==> config.mk <==
export PLATFORM = sky130hd
export DESIGN_NAME = adc_rms_current_meter
export DESIGN_NICKNAME = d
export VERILOG_FILES = /design/src/arcm_pkg.sv /design/src/arcm_front.sv /design/src/arcm_queue.sv /design/src/arcm_back.sv /design/src/adc_rms_current_meter.sv
export SDC_FILE = /design/constraint.sdc
export NUM_CORES = 2
export LEC_CHECK = 0
export BUFFER_PORTS_ARGS = -buffer_cell sky130_fd_sc_hd__buf_2
export CAP_MARGIN = 30
export CORE_UTILIZATION = 70
export CTS_BUF_LIST = sky130_fd_sc_hd__clkbuf_2
export DETAILED_ROUTE_END_ITERATION = 6
export PLACE_DENSITY = 0.83
export SETUP_SLACK_MARGIN = 0.02
export SYNTH_ARGS = -nofsm -noshare
export SYNTH_HDL_FRONTEND = slang
export SYNTH_HIERARCHICAL = 1
export SYNTH_SLANG_ARGS = --single-unit
==> constraint.sdc <==
create_clock -name clk -period 12 [get_ports clk]
set_input_delay 0.6 -clock clk [delete_from_list [all_inputs] [get_ports clk]]
set_output_delay 0.6 -clock clk [all_outputs]
set_load 0.05 [all_outputs]
==> src/arcm_pkg.sv <==
// Shared types and constants for the ADC RMS current meter.
`timescale 1ns / 1ps

package arcm_pkg;

  // Fixed field widths
  localparam int OFFSET_BITS  = 10;
  localparam int WINDOW_BITS  = 10;
  localparam int DIVISOR_BITS = 11;
  localparam int CGAIN_BITS   = 16;
  localparam int PGAIN_BITS   = 8;
  localparam int SUM_BITS     = 28;
  localparam int RMS_BITS     = 16;
  localparam int POWER_BITS   = 24;
  localparam int CFG_IDX_W    = 3;
  localparam int CFG_DATA_W   = 16;

  // Register indexes
  localparam logic [CFG_IDX_W-1:0] REG_CENTER_OFFSET = 3'd0;
  localparam logic [CFG_IDX_W-1:0] REG_WINDOW_LENGTH = 3'd1;
  localparam logic [CFG_IDX_W-1:0] REG_MEAN_DIVISOR  = 3'd2;
  localparam logic [CFG_IDX_W-1:0] REG_CURRENT_GAIN  = 3'd3;
  localparam logic [CFG_IDX_W-1:0] REG_POWER_GAIN    = 3'd4;

  // Reset values
  localparam logic [OFFSET_BITS-1:0]  RST_CENTER_OFFSET = 10'd512;
  localparam logic [WINDOW_BITS-1:0]  RST_WINDOW_LENGTH = 10'd200;
  localparam logic [DIVISOR_BITS-1:0] RST_MEAN_DIVISOR  = 11'd201;
  localparam logic [CGAIN_BITS-1:0]   RST_CURRENT_GAIN  = 16'd865;
  localparam logic [PGAIN_BITS-1:0]   RST_POWER_GAIN    = 8'd128;

  localparam logic [SUM_BITS-1:0] SUM_MAX = {SUM_BITS{1'b1}};
  localparam logic [RMS_BITS-1:0] RMS_MAX = {RMS_BITS{1'b1}};

  typedef struct packed {
    logic [OFFSET_BITS-1:0]  center_offset;
    logic [WINDOW_BITS-1:0]  window_length;
    logic [DIVISOR_BITS-1:0] mean_divisor;
    logic [CGAIN_BITS-1:0]   current_gain;
    logic [PGAIN_BITS-1:0]   power_gain;
  } cfg_t;

endpackage

==> src/arcm_front.sv <==
// Sample front end: offset removal, squaring, window accumulation.
`timescale 1ns / 1ps

module arcm_front #(
  parameter int SAMPLE_BITS = 10
) (
  input  logic                          clk,
  input  logic                          rst_n,
  input  logic                          in_valid,
  output logic                          in_ready,
  input  logic [SAMPLE_BITS-1:0]        in_adc_sample,
  input  arcm_pkg::cfg_t                cfg,
  input  logic                          space_ok,
  output logic                          push_valid,
  output logic [arcm_pkg::SUM_BITS-1:0] push_sum
);
  import arcm_pkg::*;

  localparam int OFF_W = (SAMPLE_BITS > OFFSET_BITS) ? SAMPLE_BITS : OFFSET_BITS;
  localparam int SQ_W  = 2 * SAMPLE_BITS;
  localparam int ACC_W = ((SQ_W > SUM_BITS) ? SQ_W : SUM_BITS) + 1;

  logic [OFF_W-1:0]       off_wide;
  logic [SAMPLE_BITS-1:0] center;
  logic                   accept;
  logic [SAMPLE_BITS-1:0] diff_nxt;

  logic                   s1_v_r;
  logic [SAMPLE_BITS-1:0] diff_r;
  logic                   s2_v_r;
  logic [SQ_W-1:0]        sq_r;

  logic [SUM_BITS-1:0]    sum_r;
  logic [WINDOW_BITS-1:0] cnt_r;
  logic [ACC_W-1:0]       acc_wide;
  logic [SUM_BITS-1:0]    sum_nxt;
  logic [WINDOW_BITS-1:0] cnt_nxt;
  logic [WINDOW_BITS-1:0] win_len;
  logic                   win_end;

  // Accept only while the queue can take every transaction in flight
  assign in_ready = space_ok;
  assign accept   = in_valid && in_ready;

  // Offset is masked to the sample width
  assign off_wide = OFF_W'(cfg.center_offset);
  assign center   = off_wide[SAMPLE_BITS-1:0];
  assign diff_nxt = (in_adc_sample >= center) ? (in_adc_sample - center)
                                              : (center - in_adc_sample);

  // Stage 1: absolute difference
  always_ff @(posedge clk) begin
    if (!rst_n) begin
      s1_v_r <= 1'b0;
    end else begin
      s1_v_r <= accept;
    end
    if (accept) begin
      diff_r <= diff_nxt;
    end
  end

  // Stage 2: square
  always_ff @(posedge clk) begin
    if (!rst_n) begin
      s2_v_r <= 1'b0;
    end else begin
      s2_v_r <= s1_v_r;
    end
    if (s1_v_r) begin
      sq_r <= SQ_W'(diff_r) * SQ_W'(diff_r);
    end
  end

  // Stage 3: saturating accumulate and window check
  assign acc_wide = ACC_W'(sum_r) + ACC_W'(sq_r);
  assign sum_nxt  = (acc_wide > ACC_W'(SUM_MAX)) ? SUM_MAX : acc_wide[SUM_BITS-1:0];
  assign cnt_nxt  = cnt_r + 1'b1;
  assign win_len  = (cfg.window_length == '0) ? WINDOW_BITS'(1) : cfg.window_length;
  assign win_end  = s2_v_r && (cnt_nxt >= win_len);

  assign push_valid = win_end;
  assign push_sum   = sum_nxt;

  always_ff @(posedge clk) begin
    if (!rst_n) begin
      sum_r <= '0;
      cnt_r <= '0;
    end else if (s2_v_r) begin
      if (win_end) begin
        sum_r <= '0;
        cnt_r <= '0;
      end else begin
        sum_r <= sum_nxt;
        cnt_r <= cnt_nxt;
      end
    end
  end

endmodule

==> src/arcm_queue.sv <==
// Small register FIFO between the front end and the back end.
`timescale 1ns / 1ps

module arcm_queue #(
  parameter int WIDTH = 28,
  parameter int DEPTH = 4
) (
  input  logic                       clk,
  input  logic                       rst_n,
  input  logic                       push,
  input  logic [WIDTH-1:0]           push_data,
  output logic                       pop_valid,
  input  logic                       pop,
  output logic [WIDTH-1:0]           pop_data,
  output logic [$clog2(DEPTH+1)-1:0] count
);

  localparam int PTR_W = (DEPTH > 1) ? $clog2(DEPTH) : 1;
  localparam int CNT_W = $clog2(DEPTH+1);

  logic [WIDTH-1:0] mem_r [DEPTH];
  logic [PTR_W-1:0] wr_ptr_r;
  logic [PTR_W-1:0] rd_ptr_r;
  logic [CNT_W-1:0] count_r;
  logic             do_pop;

  assign pop_valid = (count_r != '0);
  assign pop_data  = mem_r[rd_ptr_r];
  assign count     = count_r;
  assign do_pop    = pop && pop_valid;

  // Store on push
  always_ff @(posedge clk) begin
    if (push) begin
      mem_r[wr_ptr_r] <= push_data;
    end
  end

  // Advance pointers and occupancy
  always_ff @(posedge clk) begin
    if (!rst_n) begin
      wr_ptr_r <= '0;
      rd_ptr_r <= '0;
      count_r  <= '0;
    end else begin
      if (push) begin
        wr_ptr_r <= (wr_ptr_r == PTR_W'(DEPTH-1)) ? '0 : wr_ptr_r + 1'b1;
      end
      if (do_pop) begin
        rd_ptr_r <= (rd_ptr_r == PTR_W'(DEPTH-1)) ? '0 : rd_ptr_r + 1'b1;
      end
      if (push && !do_pop) begin
        count_r <= count_r + 1'b1;
      end else if (!push && do_pop) begin
        count_r <= count_r - 1'b1;
      end
    end
  end

endmodule

==> src/arcm_back.sv <==
// Window back end: divide, square root, gain scaling and result register.
`timescale 1ns / 1ps

module arcm_back #(
  parameter int ROOT_FRACTION_BITS = 10
) (
  input  logic                            clk,
  input  logic                            rst_n,
  input  logic                            pop_valid,
  output logic                            pop,
  input  logic [arcm_pkg::SUM_BITS-1:0]   pop_sum,
  input  arcm_pkg::cfg_t                  cfg,
  output logic                            out_valid,
  input  logic                            out_ready,
  output logic [arcm_pkg::RMS_BITS-1:0]   out_rms_current,
  output logic [arcm_pkg::POWER_BITS-1:0] out_power_estimate
);
  import arcm_pkg::*;

  localparam int DW    = SUM_BITS + 2 * ROOT_FRACTION_BITS;  // dividend width
  localparam int RW    = DW / 2;                             // root width
  localparam int REM_W = DIVISOR_BITS + 1;
  localparam int PW    = RW + CGAIN_BITS;
  localparam int CNT_W = $clog2(DW + 1);
  localparam int SHIFT = ROOT_FRACTION_BITS + 6;

  localparam logic [2:0] ST_IDLE = 3'd0;
  localparam logic [2:0] ST_DIV  = 3'd1;
  localparam logic [2:0] ST_ROOT = 3'd2;
  localparam logic [2:0] ST_MUL  = 3'd3;
  localparam logic [2:0] ST_RMS  = 3'd4;
  localparam logic [2:0] ST_FIN  = 3'd5;

  logic [2:0]              state_r;
  logic [CNT_W-1:0]        step_r;
  logic [DW-1:0]           quo_r;
  logic [REM_W-1:0]        rem_r;
  logic [DW-1:0]           val_r;
  logic [DW-1:0]           res_r;
  logic [DW-1:0]           bit_r;
  logic [PW-1:0]           prod_r;
  logic [RMS_BITS-1:0]     rms_r;
  logic                    out_valid_r;
  logic [RMS_BITS-1:0]     out_rms_r;
  logic [POWER_BITS-1:0]   out_pwr_r;

  logic [DIVISOR_BITS-1:0] divisor;
  logic [REM_W-1:0]        rem_sh;
  logic                    rem_ge;
  logic [DW-1:0]           trial;
  logic                    root_ge;
  logic [PW-1:0]           prod_sh;
  logic                    out_free;

  assign pop                = (state_r == ST_IDLE) && pop_valid;
  assign out_valid          = out_valid_r;
  assign out_rms_current    = out_rms_r;
  assign out_power_estimate = out_pwr_r;
  assign out_free           = !out_valid_r || out_ready;

  // Restoring divide step, one quotient bit per cycle
  assign divisor = (cfg.mean_divisor == '0) ? DIVISOR_BITS'(1) : cfg.mean_divisor;
  assign rem_sh  = {rem_r[REM_W-2:0], quo_r[DW-1]};
  assign rem_ge  = (rem_sh >= REM_W'(divisor));

  // Square root step, one result bit per cycle
  assign trial   = res_r + bit_r;
  assign root_ge = (val_r >= trial);

  // Gain product scaled down to Q10 amps
  assign prod_sh = prod_r >> SHIFT;

  // Raise on a finished window, drop once the transaction is taken
  always_ff @(posedge clk) begin
    if (!rst_n) begin
      out_valid_r <= 1'b0;
    end else if ((state_r == ST_FIN) && out_free) begin
      out_valid_r <= 1'b1;
    end else if (out_ready) begin
      out_valid_r <= 1'b0;
    end
  end

  // Sequence one window result
  always_ff @(posedge clk) begin
    if (!rst_n) begin
      state_r     <= ST_IDLE;
      step_r      <= '0;
    end else begin
      case (state_r)
        ST_IDLE: begin
          if (pop_valid) begin
            quo_r   <= DW'(pop_sum) << (2 * ROOT_FRACTION_BITS);
            rem_r   <= '0;
            step_r  <= '0;
            state_r <= ST_DIV;
          end
        end
        ST_DIV: begin
          rem_r  <= rem_ge ? (rem_sh - REM_W'(divisor)) : rem_sh;
          quo_r  <= {quo_r[DW-2:0], rem_ge};
          if (step_r == CNT_W'(DW - 1)) begin
            step_r  <= '0;
            state_r <= ST_ROOT;
            val_r   <= {quo_r[DW-2:0], rem_ge};
            res_r   <= '0;
            bit_r   <= DW'(1) << (DW - 2);
          end else begin
            step_r <= step_r + 1'b1;
          end
        end
        ST_ROOT: begin
          if (root_ge) begin
            val_r <= val_r - trial;
            res_r <= (res_r >> 1) + bit_r;
          end else begin
            res_r <= res_r >> 1;
          end
          bit_r  <= bit_r >> 2;
          step_r <= step_r + 1'b1;
          if (step_r == CNT_W'(RW - 1)) begin
            state_r <= ST_MUL;
          end
        end
        ST_MUL: begin
          prod_r  <= PW'(res_r[RW-1:0]) * PW'(cfg.current_gain);
          state_r <= ST_RMS;
        end
        ST_RMS: begin
          rms_r   <= (prod_sh > PW'(RMS_MAX)) ? RMS_MAX : prod_sh[RMS_BITS-1:0];
          state_r <= ST_FIN;
        end
        ST_FIN: begin
          // Hold until the result register is free
          if (out_free) begin
            out_rms_r   <= rms_r;
            out_pwr_r   <= POWER_BITS'(rms_r) * POWER_BITS'(cfg.power_gain);
            state_r     <= ST_IDLE;
          end
        end
        default: begin
          state_r <= ST_IDLE;
        end
      endcase
    end
  end

endmodule

==> src/adc_rms_current_meter.sv <==
// Path: a window's last sample passes the difference and square registers into
//   the queue, then the back end divides, takes the square root and scales the gain.
// Throughput: one sample per cycle while the result queue has room; the back end
//   takes a new window from the queue only once it has finished the last one.
// Reset: synchronous, active low; registers return to their defaults and the
//   running sum, sample count, queue and result valid flag clear.
`timescale 1ns / 1ps

module adc_rms_current_meter #(
  parameter int SAMPLE_BITS        = 10,
  parameter int ROOT_FRACTION_BITS = 10
) (
  input  logic                              clk,
  input  logic                              rst_n,
  input  logic                              in_valid,
  output logic                              in_ready,
  input  logic [SAMPLE_BITS-1:0]            in_adc_sample,
  output logic                              out_valid,
  input  logic                              out_ready,
  output logic [arcm_pkg::RMS_BITS-1:0]     out_rms_current,
  output logic [arcm_pkg::POWER_BITS-1:0]   out_power_estimate,
  input  logic                              cfg_valid,
  output logic                              cfg_ready,
  input  logic [arcm_pkg::CFG_IDX_W-1:0]    cfg_index,
  input  logic [arcm_pkg::CFG_DATA_W-1:0]   cfg_data
);
  import arcm_pkg::*;

  localparam int Q_DEPTH = 4;
  localparam int Q_CNT_W = $clog2(Q_DEPTH + 1);

  cfg_t                cfg_r;
  logic                push_valid;
  logic [SUM_BITS-1:0] push_sum;
  logic                pop_valid;
  logic                pop;
  logic [SUM_BITS-1:0] pop_sum;
  logic [Q_CNT_W-1:0]  q_count;
  logic                space_ok;

  // Configuration registers
  assign cfg_ready = 1'b1;

  always_ff @(posedge clk) begin
    if (!rst_n) begin
      cfg_r.center_offset <= RST_CENTER_OFFSET;
      cfg_r.window_length <= RST_WINDOW_LENGTH;
      cfg_r.mean_divisor  <= RST_MEAN_DIVISOR;
      cfg_r.current_gain  <= RST_CURRENT_GAIN;
      cfg_r.power_gain    <= RST_POWER_GAIN;
    end else if (cfg_valid) begin
      case (cfg_index)
        REG_CENTER_OFFSET: cfg_r.center_offset <= cfg_data[OFFSET_BITS-1:0];
        REG_WINDOW_LENGTH: cfg_r.window_length <= cfg_data[WINDOW_BITS-1:0];
        REG_MEAN_DIVISOR:  cfg_r.mean_divisor  <= cfg_data[DIVISOR_BITS-1:0];
        REG_CURRENT_GAIN:  cfg_r.current_gain  <= cfg_data[CGAIN_BITS-1:0];
        REG_POWER_GAIN:    cfg_r.power_gain    <= cfg_data[PGAIN_BITS-1:0];
        default: ;
      endcase
    end
  end

  // Room for the new sample plus the two still in the front pipeline
  assign space_ok = (q_count <= Q_CNT_W'(Q_DEPTH - 3));

  arcm_front #(
    .SAMPLE_BITS (SAMPLE_BITS)
  ) u_front (
    .clk           (clk),
    .rst_n         (rst_n),
    .in_valid      (in_valid),
    .in_ready      (in_ready),
    .in_adc_sample (in_adc_sample),
    .cfg           (cfg_r),
    .space_ok      (space_ok),
    .push_valid    (push_valid),
    .push_sum      (push_sum)
  );

  arcm_queue #(
    .WIDTH (SUM_BITS),
    .DEPTH (Q_DEPTH)
  ) u_queue (
    .clk       (clk),
    .rst_n     (rst_n),
    .push      (push_valid),
    .push_data (push_sum),
    .pop_valid (pop_valid),
    .pop       (pop),
    .pop_data  (pop_sum),
    .count     (q_count)
  );

  arcm_back #(
    .ROOT_FRACTION_BITS (ROOT_FRACTION_BITS)
  ) u_back (
    .clk                (clk),
    .rst_n              (rst_n),
    .pop_valid          (pop_valid),
    .pop                (pop),
    .pop_sum            (pop_sum),
    .cfg                (cfg_r),
    .out_valid          (out_valid),
    .out_ready          (out_ready),
    .out_rms_current    (out_rms_current),
    .out_power_estimate (out_power_estimate)
  );

endmodule

==> reports/results.txt <==
Initial drt markers: 3553
Vias post-DR: 35677
Crit path DAT: 8670 ps
Die ar.: 67780 um2
First-pass GRT wire length: 185300 um
Initial core utilization: 70.93%
Setup Buffers After CTS: 0
Critical Path End Type: flop
Failing checks: DRC
Slew margin rel.: 24.62%
Crit path max fanout: 23
WL per Instance: 19.75 um
Final Hold Vio Count: 0
Number of antenna violations at the first check in global routing: 1
CTS tree: built
Post-synth EDFFs: 400
Finish-stage setup viols: 0
Max Cap Viol: 0
Placer congestion estimate: 0.9228
Share of layout cells above drive strength 1: 8.797%
Most used cell, CP: fa_1
FMAX: 0.1313 GHz
Ranking of synthesized cells by area: edfxtp_1, fa_1, ha_1
Worst slew pin tran: 1131 ps
R2R Path Start: u_back/res_r[8]
Clk_lat worst skew: 1410 ps
Synth Area per Inst: 9.848 um2
Detailed Route WL: 114900 um
Crit-path max cell delay: 910 ps
TritonCTS Buffers: 138
Crit Path Class: flop to flop
Htree depth: 4
Critical path's top delay family: adder cells
Hold Crit Class: input pin to flop
Top cells by count, synth: nand2_1, inv_1, fa_1, edfxtp_1, ha_1
Port Buf Inserts: 75
Fillcell total: 4566
Root Driver: clkbuf_2
Minimum clock period: 7615 ps
Layout Nets: 5688
Routed Antenna Nets: 0
DRC viols: 1
Lkg Pwr: 22.28 nW
Hold Path Depth: 4
Io pins: 77
CP required: 13060 ps
Area Growth Syn to Fin: 6.436%
Post-synthesis async set-or-reset flop share: 0%
CTS-repair resized insts: 0
CP Buf/Inv Count: 5
Detailed Routing Iterations Pass 1: 7
Power Total: 11.33 mW
Vias in the first global route: 35931
PD cells: 227.9 nW/um2
VDD IR max: 456.1 uV
Share of the synthesized area in the top cell type: 25.71%
Worst reg2reg path depth: 21
Setup repair after global routing missed its margin: false
Post-synthesis sequential area ratio: 30.60%
Critical R2R Capture: u_back/prod_r[38]
Slew Limit Fails: 0
Die X: 260.3 um
Mapped Area: 46720 um2
Setup Skew: 119.2 ps
Largest net degree at the start of global routing: 92
Vias per inst: 6.129
Synth Instances: 4744
CP Launch Type: flop
Main synth FF type: edfxtp_1
Post-synth cell types: 94
R2R setup slack: 4380 ps
Most frequent cell after synthesis: nand2_1
Dpl hpwl: 84190 um
Yosys warns: 6
Core area: 65860 um2
Status: complete, but fails checks
Number of synthesized register bits: 514
CP max-delay cell: edfxtp_1
Syn nets: 5583
Max Buffers Root-to-Sink: 3
CP Cell Sequence: nand2_1, fa_1, inv_1, fa_1, inv_1, fa_1, inv_1, fa_1, fa_1, inv_1, fa_1, inv_1, ha_1, and4_1, a221oi_1, a311oi_1, o2111ai_1, a21oi_1, nor3_1, o21bai_1, xor2_1
Final worst-path cycle share: 63.46%
Gr usage total: 34.85%
Hold Path Origin: cfg_data[12]
Hold-critical path endpoint: cfg_r[20]
Cell taking the most area after synthesis: edfxtp_1
Setup TNS: 0 ps
Congestion Overflow GR: 0
# rows: 94
Reg clk slew, reported paths: 100 ps
DIE HEIGHT: 260.3 um
Total clock sinks: 514
## cells in the final DEF, fill, tap and decap left out, drive strengths merged, types with 55 or more instances in the layout
cell | netlist | final
nor3 | 55 | 55
nor2 | 133 | 133
fa | 440 | 440
xnor2 | 121 | 121
a21o | 84 | 84
xor2 | 92 | 92
mux2i | 70 | 70
a21oi | 207 | 207
a31oi | 60 | 60
dlygate4sd3 | 0 | 57
inv | 592 | 600
buf | 28 | 121
edfxtp | 400 | 400
nand2 | 660 | 660
nor2b | 67 | 67
ha | 365 | 365
and2 | 307 | 307
dfxtp | 114 | 114
clkbuf | 185 | 198
o21ai | 160 | 160
## where the power goes
group	internal, mW	switching (mW)
registers	2.46	0.212
clock network	0.496	0.817
logic	3.02	4.33
total	5.97	5.36
## tightest hold or removal path: cells and delay by family
kind | cells | cell delay (ps)
buffers and inverters | 2 | 670
AND/OR/NAND/NOR | 1 | 70
multiplexers | 1 | 70
## worst max path at each step
| stage | startpoint | end | slack [ps] | cells after the start |
|---|---|---|---|---|
| finish | u_back/res_r[8] | u_back/prod_r[38] | 4380 | 21 |
| global route | cfg_r[11] | u_back/prod_r[38] | 4120 | 21 |
| CTS | cfg_r[14] | u_back/prod_r[38] | 4540 | 21 |
| detailed placement | cfg_r[14] | u_back/prod_r[38] | 4550 | 21 |
| global placement | cfg_r[14] | u_back/prod_r[38] | 4630 | 21 |
| floorplan | u_back/res_r[8] | u_back/prod_r[38] | 5470 | 23 |
## repair_timing
item | 4_1_cts | 5_1_grt
hold buffers | 57 | 0
endpoints found under the setup margin | 0 | 0
endpoints found under the hold margin | 150 | 0
## flip-flops by register name (all words and copies together) (netlist names), 19 cells and up, named ones only
| register | count |
|---|---|
| u_back/quo_r | 48 |
| u_front/sq_r | 19 |
| u_queue/mem_r | 112 |
| u_back/prod_r | 24 |
| cfg_r | 55 |
| u_back/val_r | 48 |
| u_front/sum_r | 28 |
| u_back/out_power_estimate | 24 |
| u_back/res_r | 48 |
| u_back/bit_r | 24 |
## per-layer routing
| metal | GRT usage (%) | up-vias | wire length (um) |
|---|---|---|---|
| met3 | 7.158 | 261 | 10130 |
| met2 | 55.71 | 1592 | 53710 |
| li1 | - | 16346 | - |
| met5 | 0 | - | 0 |
| met4 | 14.18 | 0 | 3874 |
| met1 | 46.65 | 17478 | 47230 |
## cell families after synthesis
group                      after synthesis  synth area share (%)
DFF                                    514                 30.60
and+or+nand+nor                       1500                 15.90
buffers and inverters                  806                 6.653
other                                    1              0.008027
muxes                                  100                 2.962
AOI/OAI and AO/OA                      805                 11.26
xor gates and xnor gates               213                 3.993
adders and majority gates              805                 28.63
## cell type report
type                            instances  area [um2]  share of cell area [%]
Multi-Input combinational cell       3424       29360                   59.05
Sequential cell                       514       14300                   28.75
Inverter                              593        2228                   4.482
Timing Repair Buffer                  178        1414                   2.843
Tap cell                              864        1081                   2.174
Clock buffer                          198       991.0                   1.993
Clock inverter                         49       349.1                  0.7020
Antenna cell                            1       2.502                0.005033
## through the flow
stage | std cells | setup slack (ps) | util [%] | hold slack [ps] | instance area (um2)
floorplan | 4744 | 5467 | - | 424.4 | 46720
global placement | 5509 | 4632 | 72.33 | 444.1 | 47640
detailed placement | 5511 | 4550 | 72.39 | 457.9 | 47680
CTS | 5815 | 4544 | 75.29 | 3.529 | 49590
global route | 5821 | 4119 | 75.50 | 43.08 | 49720
finish | 5821 | 4385 | 75.50 | 161.4 | 49720
(Power assumes the default switching activity.)
